<file path="config.mk">
export PLATFORM = sky130hd
export DESIGN_NAME = queue_from_two_stacks
export DESIGN_NICKNAME = d
export VERILOG_FILES = /design/src/rtl/core/qfts_pkg.sv /design/src/rtl/core/qfts_cell.sv /design/src/rtl/core/qfts_stack.sv /design/src/rtl/core/queue_from_two_stacks.sv
export SDC_FILE = /design/constraint.sdc
export NUM_CORES = 2
export LEC_CHECK = 0
export BUFFER_PORTS_ARGS = -buffer_cell sky130_fd_sc_hd__buf_4
export CORE_ASPECT_RATIO = 2
export CORE_UTILIZATION = 39
export CTS_CLUSTER_DIAMETER = 40
export CTS_CLUSTER_SIZE = 28
export DETAILED_ROUTE_END_ITERATION = 7
export PLACE_DENSITY = 0.64
export SLEW_MARGIN = 20
export SYNTH_ARGS = -nofsm -noshare
export SYNTH_HDL_FRONTEND = slang
export SYNTH_SLANG_ARGS = --single-unit
</file>
<file path="constraint.sdc">
create_clock -name clk_i -period 17.5 [get_ports clk_i]
set_input_delay 2.625 -clock clk_i [delete_from_list [all_inputs] [get_ports clk_i]]
set_output_delay 2.625 -clock clk_i [all_outputs]
set_load 0.05 [all_outputs]
</file>
<file path="src/rtl/core/qfts_pkg.sv">
`timescale 1ns / 1ps
// ----------------------------------------------------------------------------
// qfts_pkg
// Shared types and constants for the two-stack queue.
// ----------------------------------------------------------------------------
package qfts_pkg;

  localparam int unsigned StackDepthDef = 16;
  localparam int unsigned DataWidthDef  = 32;
  localparam int unsigned PortWidth     = 32;

  typedef enum logic [1:0] {
    ST_DONE  = 2'd0,
    ST_FULL  = 2'd1,
    ST_EMPTY = 2'd2
  } status_e;

  // Controls one stack for one cycle. Push and pop are never both set.
  typedef struct packed {
    logic push;
    logic pop;
  } stk_ctrl_t;

  // Occupancy flags of one stack.
  typedef struct packed {
    logic empty;
    logic full;
    logic one_left;
  } stk_stat_t;

endpackage

</file>
<file path="src/rtl/core/qfts_cell.sv">
`timescale 1ns / 1ps
// ----------------------------------------------------------------------------
// qfts_cell
// One word of a shifting stack: takes the word above on push, below on pop.
// ----------------------------------------------------------------------------
module qfts_cell import qfts_pkg::*; #(
  parameter int unsigned DATA_WIDTH = DataWidthDef
) (
  input  logic                  clk_i,
  input  stk_ctrl_t             ctrl_i,
  input  logic [DATA_WIDTH-1:0] above_i,
  input  logic [DATA_WIDTH-1:0] below_i,
  output logic [DATA_WIDTH-1:0] word_o
);

  logic [DATA_WIDTH-1:0] word_q;
  logic [DATA_WIDTH-1:0] word_d;

  always_comb begin
    word_d = word_q;
    if (ctrl_i.push) begin
      word_d = above_i;
    end else if (ctrl_i.pop) begin
      word_d = below_i;
    end
  end

  always_ff @(posedge clk_i) begin
    word_q <= word_d;
  end

  assign word_o = word_q;

endmodule

</file>
<file path="src/rtl/core/qfts_stack.sv">
`timescale 1ns / 1ps
// ----------------------------------------------------------------------------
// qfts_stack
// Bounded stack as a chain of cells; the top of stack always sits in cell 0.
// ----------------------------------------------------------------------------
module qfts_stack import qfts_pkg::*; #(
  parameter int unsigned STACK_DEPTH = StackDepthDef,
  parameter int unsigned DATA_WIDTH  = DataWidthDef
) (
  input  logic                  clk_i,
  input  logic                  rst_ni,
  input  stk_ctrl_t             ctrl_i,
  input  logic [DATA_WIDTH-1:0] push_data_i,
  output logic [DATA_WIDTH-1:0] top_o,
  output stk_stat_t             stat_o
);

  localparam int unsigned CntWidth = $clog2(STACK_DEPTH + 1);

  logic [DATA_WIDTH-1:0] words [STACK_DEPTH];
  logic [CntWidth-1:0]   cnt_q;
  logic [CntWidth-1:0]   cnt_d;

  for (genvar i = 0; i < STACK_DEPTH; i++) begin : g_cell
    logic [DATA_WIDTH-1:0] above;
    logic [DATA_WIDTH-1:0] below;
    if (i == 0) begin : g_first
      assign above = push_data_i;
    end else begin : g_mid
      assign above = words[i-1];
    end
    if (i == STACK_DEPTH - 1) begin : g_last
      assign below = words[i];
    end else begin : g_inner
      assign below = words[i+1];
    end
    qfts_cell #(
      .DATA_WIDTH(DATA_WIDTH)
    ) u_cell (
      .clk_i  (clk_i),
      .ctrl_i (ctrl_i),
      .above_i(above),
      .below_i(below),
      .word_o (words[i])
    );
  end

  always_comb begin
    cnt_d = cnt_q;
    if (ctrl_i.push) begin
      cnt_d = cnt_q + CntWidth'(1);
    end else if (ctrl_i.pop) begin
      cnt_d = cnt_q - CntWidth'(1);
    end
  end

  always_ff @(posedge clk_i or negedge rst_ni) begin
    if (!rst_ni) begin
      cnt_q <= '0;
    end else begin
      cnt_q <= cnt_d;
    end
  end

  assign top_o           = words[0];
  assign stat_o.empty    = (cnt_q == '0);
  assign stat_o.full     = (cnt_q == CntWidth'(STACK_DEPTH));
  assign stat_o.one_left = (cnt_q == CntWidth'(1));

endmodule

</file>
<file path="src/rtl/core/queue_from_two_stacks.sv">
`timescale 1ns / 1ps
// ----------------------------------------------------------------------------
// queue_from_two_stacks
// FIFO queue built from an inbox and an outbox stack of shifting cells.
// An accepted request enters S_EXEC, which registers the result when no stack
// move is needed and the output is free. A move passes through S_XFER, which
// shifts every inbox word, at most STACK_DEPTH, onto the outbox one word per
// cycle through the cell chains; one transaction at a time in the sequencer.
// Reset clears both stack counts and the sequencer; cell contents are not reset.
// ----------------------------------------------------------------------------
module queue_from_two_stacks import qfts_pkg::*; #(
  parameter int unsigned STACK_DEPTH = StackDepthDef,
  parameter int unsigned DATA_WIDTH  = DataWidthDef
) (
  input  logic                        clk_i,
  input  logic                        rst_ni,
  input  logic                        in_valid_i,
  output logic                        in_ready_o,
  input  logic                        action_i,
  input  logic signed [PortWidth-1:0] data_in_i,
  output logic                        out_valid_o,
  input  logic                        out_ready_i,
  output logic [1:0]                  status_o,
  output logic signed [PortWidth-1:0] data_out_o,
  output logic                        queue_empty_o
);

  localparam int unsigned ExtWidth = DATA_WIDTH + PortWidth;

  typedef enum logic [1:0] {
    S_IDLE,
    S_EXEC,
    S_XFER
  } state_e;

  state_e                state_q, state_d;
  logic                  deq_q;
  logic [DATA_WIDTH-1:0] word_q;
  logic                  out_valid_q, out_valid_d;
  status_e               status_q, status_d;
  logic [DATA_WIDTH-1:0] data_q, data_d;
  logic                  qempty_q, qempty_d;

  stk_ctrl_t             ib_ctrl, ob_ctrl;
  stk_stat_t             ib_stat, ob_stat;
  logic [DATA_WIDTH-1:0] ib_top, ob_top;
  logic                  in_acc, out_free, need_xfer;
  logic [ExtWidth-1:0]   in_ext, out_ext;

  assign in_ext = {{DATA_WIDTH{1'b0}}, data_in_i};
  assign out_ext = {{PortWidth{1'b0}}, data_q};

  assign in_ready_o = (state_q == S_IDLE);
  assign in_acc     = in_valid_i && in_ready_o;
  assign out_free   = !out_valid_q || out_ready_i;
  assign need_xfer  = deq_q ? (ob_stat.empty && !ib_stat.empty)
                            : (ib_stat.full && ob_stat.empty);

  qfts_stack #(
    .STACK_DEPTH(STACK_DEPTH),
    .DATA_WIDTH (DATA_WIDTH)
  ) u_inbox (
    .clk_i      (clk_i),
    .rst_ni     (rst_ni),
    .ctrl_i     (ib_ctrl),
    .push_data_i(word_q),
    .top_o      (ib_top),
    .stat_o     (ib_stat)
  );

  qfts_stack #(
    .STACK_DEPTH(STACK_DEPTH),
    .DATA_WIDTH (DATA_WIDTH)
  ) u_outbox (
    .clk_i      (clk_i),
    .rst_ni     (rst_ni),
    .ctrl_i     (ob_ctrl),
    .push_data_i(ib_top),
    .top_o      (ob_top),
    .stat_o     (ob_stat)
  );

  always_comb begin
    state_d     = state_q;
    ib_ctrl     = '0;
    ob_ctrl     = '0;
    out_valid_d = out_valid_q && !out_ready_i;
    status_d    = status_q;
    data_d      = data_q;
    qempty_d    = qempty_q;
    unique case (state_q)
      S_IDLE: begin
        if (in_acc) begin
          state_d = S_EXEC;
        end
      end
      S_EXEC: begin
        if (need_xfer) begin
          state_d = S_XFER;
        end else if (out_free) begin
          out_valid_d = 1'b1;
          data_d      = '0;
          state_d     = S_IDLE;
          if (!deq_q) begin
            qempty_d = 1'b0;
            if (ib_stat.full) begin
              status_d = ST_FULL;
            end else begin
              status_d     = ST_DONE;
              ib_ctrl.push = 1'b1;
            end
          end else if (ob_stat.empty) begin
            status_d = ST_EMPTY;
            qempty_d = 1'b1;
          end else begin
            status_d    = ST_DONE;
            ob_ctrl.pop = 1'b1;
            data_d      = ob_top;
            qempty_d    = ib_stat.empty && ob_stat.one_left;
          end
        end
      end
      S_XFER: begin
        // move one word per cycle, reversing order onto the outbox
        if (ib_stat.empty) begin
          state_d = S_EXEC;
        end else begin
          ib_ctrl.pop  = 1'b1;
          ob_ctrl.push = 1'b1;
        end
      end
      default: state_d = S_IDLE;
    endcase
  end

  always_ff @(posedge clk_i or negedge rst_ni) begin
    if (!rst_ni) begin
      state_q     <= S_IDLE;
      out_valid_q <= 1'b0;
      status_q    <= ST_DONE;
      qempty_q    <= 1'b1;
    end else begin
      state_q     <= state_d;
      out_valid_q <= out_valid_d;
      status_q    <= status_d;
      qempty_q    <= qempty_d;
    end
  end

  always_ff @(posedge clk_i) begin
    if (in_acc) begin
      deq_q  <= action_i;
      word_q <= in_ext[DATA_WIDTH-1:0];
    end
    data_q <= data_d;
  end

  assign out_valid_o   = out_valid_q;
  assign status_o      = status_q;
  assign data_out_o    = out_ext[PortWidth-1:0];
  assign queue_empty_o = qempty_q;

endmodule

</file>
==> impl_metrics.ini <==
[critical_path]
path_common_cell = buf_4
critPathKind = input pin to register
r2r_start = u_inbox.cnt_q[1]
path_cells = buf_4 > nand2b_1 > o2111ai_4 > buf_4 > nand2_4 > buf_4 > buf_4 > buf_4
slowest_delay_ns = 0.88
r2r_cells = 9
reg2reg_to = u_outbox.g_cell[12].u_cell.word_o[20]
cp-end-kind = register
slowest_stage = buf_4
crit_required_ns = 17.80
crit_path_start_kind = input pin
cp.arrival_ns = 7.07
critical_path.max_fanout = 79
ff2ff_setup_slack_ns = 11.75

[cells_and_area]
area_growth_syn_to_layout_pct = 11.4
layout_common_cells = nand2_1 (2882), edfxtp_1 (1089), clkbuf_16 (101)
drive_gt1_frac = 0.0643
postLayoutCoreUtil = 0.438
nFillCells = 11100
fin_cells = 5910
regArea_um2 = 33100
final_area_um2 = 51000
nNetsFinal = 4354
multi_input_area_um2 = 11600
layout_commonest_cell = nand2_1

[yosys]
synth-seq-area-share = 0.722
syn_inst = 4329
syn_area_um2 = 45800
yosys_register_bits = 1105
yosysUniqueCellTypes = 39
synth_edf_count = 1089
ys.flop_type = edfxtp_1
syn_avg_cell_area_um2 = 10.6
yosys_warnings = 0
syn_nets = 4375
async_reset_ff_frac = 0.0145

[power_and_ir_drop]
p_clk_frac = 0.367
finalPower_mw = 6.37
switching_share = 0.265
pwr-share-seq = 0.535
power_frac_comb = 0.098
p_int_mw = 4.69
power.leakage_nw = 21.0
peakVddDrop_uv = 78.1
p_per_area_nw_per_um2 = 125
power.switching_mw = 1.69

[die]
initial_core_util = 0.393
rows = 177
dieArea_um2 = 119000
dieHeight_um = 487
coreArea_um2 = 116000
io-pin-count = 74
fp.dieW_um = 244

[drt]
dr.pass1.iters = 5
drt_iter0_drc = 2315
num_vias = 28600
wl_per_cell_um = 13.7
drc = 0
via_per_inst = 4.84
drt_wl_total_mm = 81.2
ant_nets = 0

[cts]
clk_path_buf_depth = 3
cts_setup_buffers = 0
cts-root-buf = clkbuf_16
htree_levels = 3
cts.reportedPaths.clkPinSlew_ns = 0.08
cts.sinks = 1105
clkLatencyLatePin_ns = 0.71
cts_resized = 0
cts_tree = built
hold_buffers = 0
cts_buffers = 98

[timing]
tns_ns = 0
rsz0062_at_grt = no
worstMarginPinSlew_ns = 1.09
finalClockSkew_ns = 0.0475
fin_ws_ns = 10.72
max_slew_margin = 0.276
fmax_mhz = 148
hold_ws_ns = 0.438
fin_crit_sh = 0.387
hold_viol = 0
setup_viol = 0
slew_violations = 0
layout_min_cycle_time_ns = 6.78

[placement]
hpwlAfterDp_mm = 44.2
place_area_um2 = 47500
io_buffers = 73
post-place-ws_ns = 9.93
gp_congestion = 0.738
dp_cells = 5729

[min_path]
hold_path_depth = 0
hold_end = u_outbox.g_cell[15].u_cell.word_o[8]
hold_path_class = register to register
worstHoldStart = u_outbox.g_cell[14].u_cell.word_o[8]

[global_route]
grt_util_all_layers = 0.136
antenna_found_initial = 3
grt_pass1_vias = 28100
grt_pass1_wl_mm = 136
grt_remaining_overflow = 0
grt_max_degree = 232

[status]
status = finished clean

[run]
drv_cap = 0
-- worst max-delay path: cells and delay by family --
family | cells | cell delay, ns
and+or+nand+nor | 2 | 1.03
buffers and inverters | 5 | 3.02
AOI/OAI and AO/OA | 1 | 0.14
-- routing by layer --
metal	GRT usage	up-vias	part of all wire
li1	-	14000	-
met1	0.186	14000	0.46
met2	0.221	423	0.48
met3	0.0237	98	0.042
met4	0.0390	0	0.019
met5	0	-	0
-- worst max-delay path by stage --
| stage | from | end | slack (ns) | cells after the start |
|---|---|---|---|---|
| after floorplan | out_ready_i | u_inbox.g_cell[0].u_cell.word_o[0] | 3.01 | 4 |
| after global placement | out_ready_i | u_inbox.g_cell[10].u_cell.word_o[15] | 10.01 | 8 |
| after detailed placement | out_ready_i | u_inbox.g_cell[10].u_cell.word_o[15] | 9.93 | 8 |
| after CTS | out_ready_i | u_inbox.g_cell[8].u_cell.word_o[23] | 10.70 | 8 |
| after global routing | out_ready_i | u_inbox.g_cell[7].u_cell.word_o[18] | 10.40 | 8 |
| final | out_ready_i | u_inbox.g_cell[10].u_cell.word_o[18] | 10.72 | 8 |
-- state kept, by name (all words and copies together) (netlist names) --
name / flops
queue_empty_o: 1
status_o: 2
u_inbox.g_cell.u_cell.word_o: 512
u_inbox.cnt_q: 5
u_outbox.g_cell.u_cell.word_o: 512
word_q: 32
state_q: 2
deq_q: 1
out_valid_o: 1
data_out_o: 32
u_outbox.cnt_q: 5
-- final cells by class --
| cell class | count | area share |
|---|---|---|
| diodes | 1 | 0.0000490 |
| clock buffers | 106 | 0.0499 |
| clock inverters | 74 | 0.0191 |
| inverters | 10 | 0.00103 |
| multi-input cells | 2991 | 0.228 |
| flip-flops and latches | 1105 | 0.649 |
| well taps | 1521 | 0.0373 |
| repair buffers | 102 | 0.0160 |
-- cell usage after synthesis (all sizes together) (2+ instances only) --
cell	instances	area share
o2111ai	3	0.00071
a221oi	2	0.00038
inv	10	0.00082
nor2	6	0.00049
edfxtp	1089	0.71
ha	8	0.0022
dfrtp	15	0.0082
xor2	3	0.00057
a21oi	9	0.00098
buf	198	0.022
nor3	7	0.00076
nand2	2884	0.24
mux2i	3	0.00066
and2	3	0.00041
nand2b	2	0.00027
o41ai	2	0.00038
and3	32	0.0044
o21ai	4	0.00052
nor2b	4	0.00055
clkbuf	25	0.0020
xnor2	5	0.00096
-- kinds of logic after synthesis --
kind of cell / count (synthesis) / share of synthesized area
AND/OR/NAND/NOR: 2945 / 0.244
flip-flops: 1105 / 0.722
buffers and inverters: 233 / 0.0245
AO/OA/AOI/OAI: 25 / 0.00382
adder cells (fa/ha/maj): 9 / 0.00262
XOR/XNOR: 8 / 0.00153
multiplexers: 4 / 0.000901
-- power by group through the flow --
stage                     logic, mW  clock network, mW  registers, mW
after global routing          0.721               2.50           3.44
final                         0.628               2.34           3.41
after detailed placement      0.640                  0           3.46
after global placement        0.621                  0           3.46
after floorplan               0.455                  0           3.60
after CTS                     0.642               2.42           3.41
Note: power is estimated with default switching activity, not from simulation.
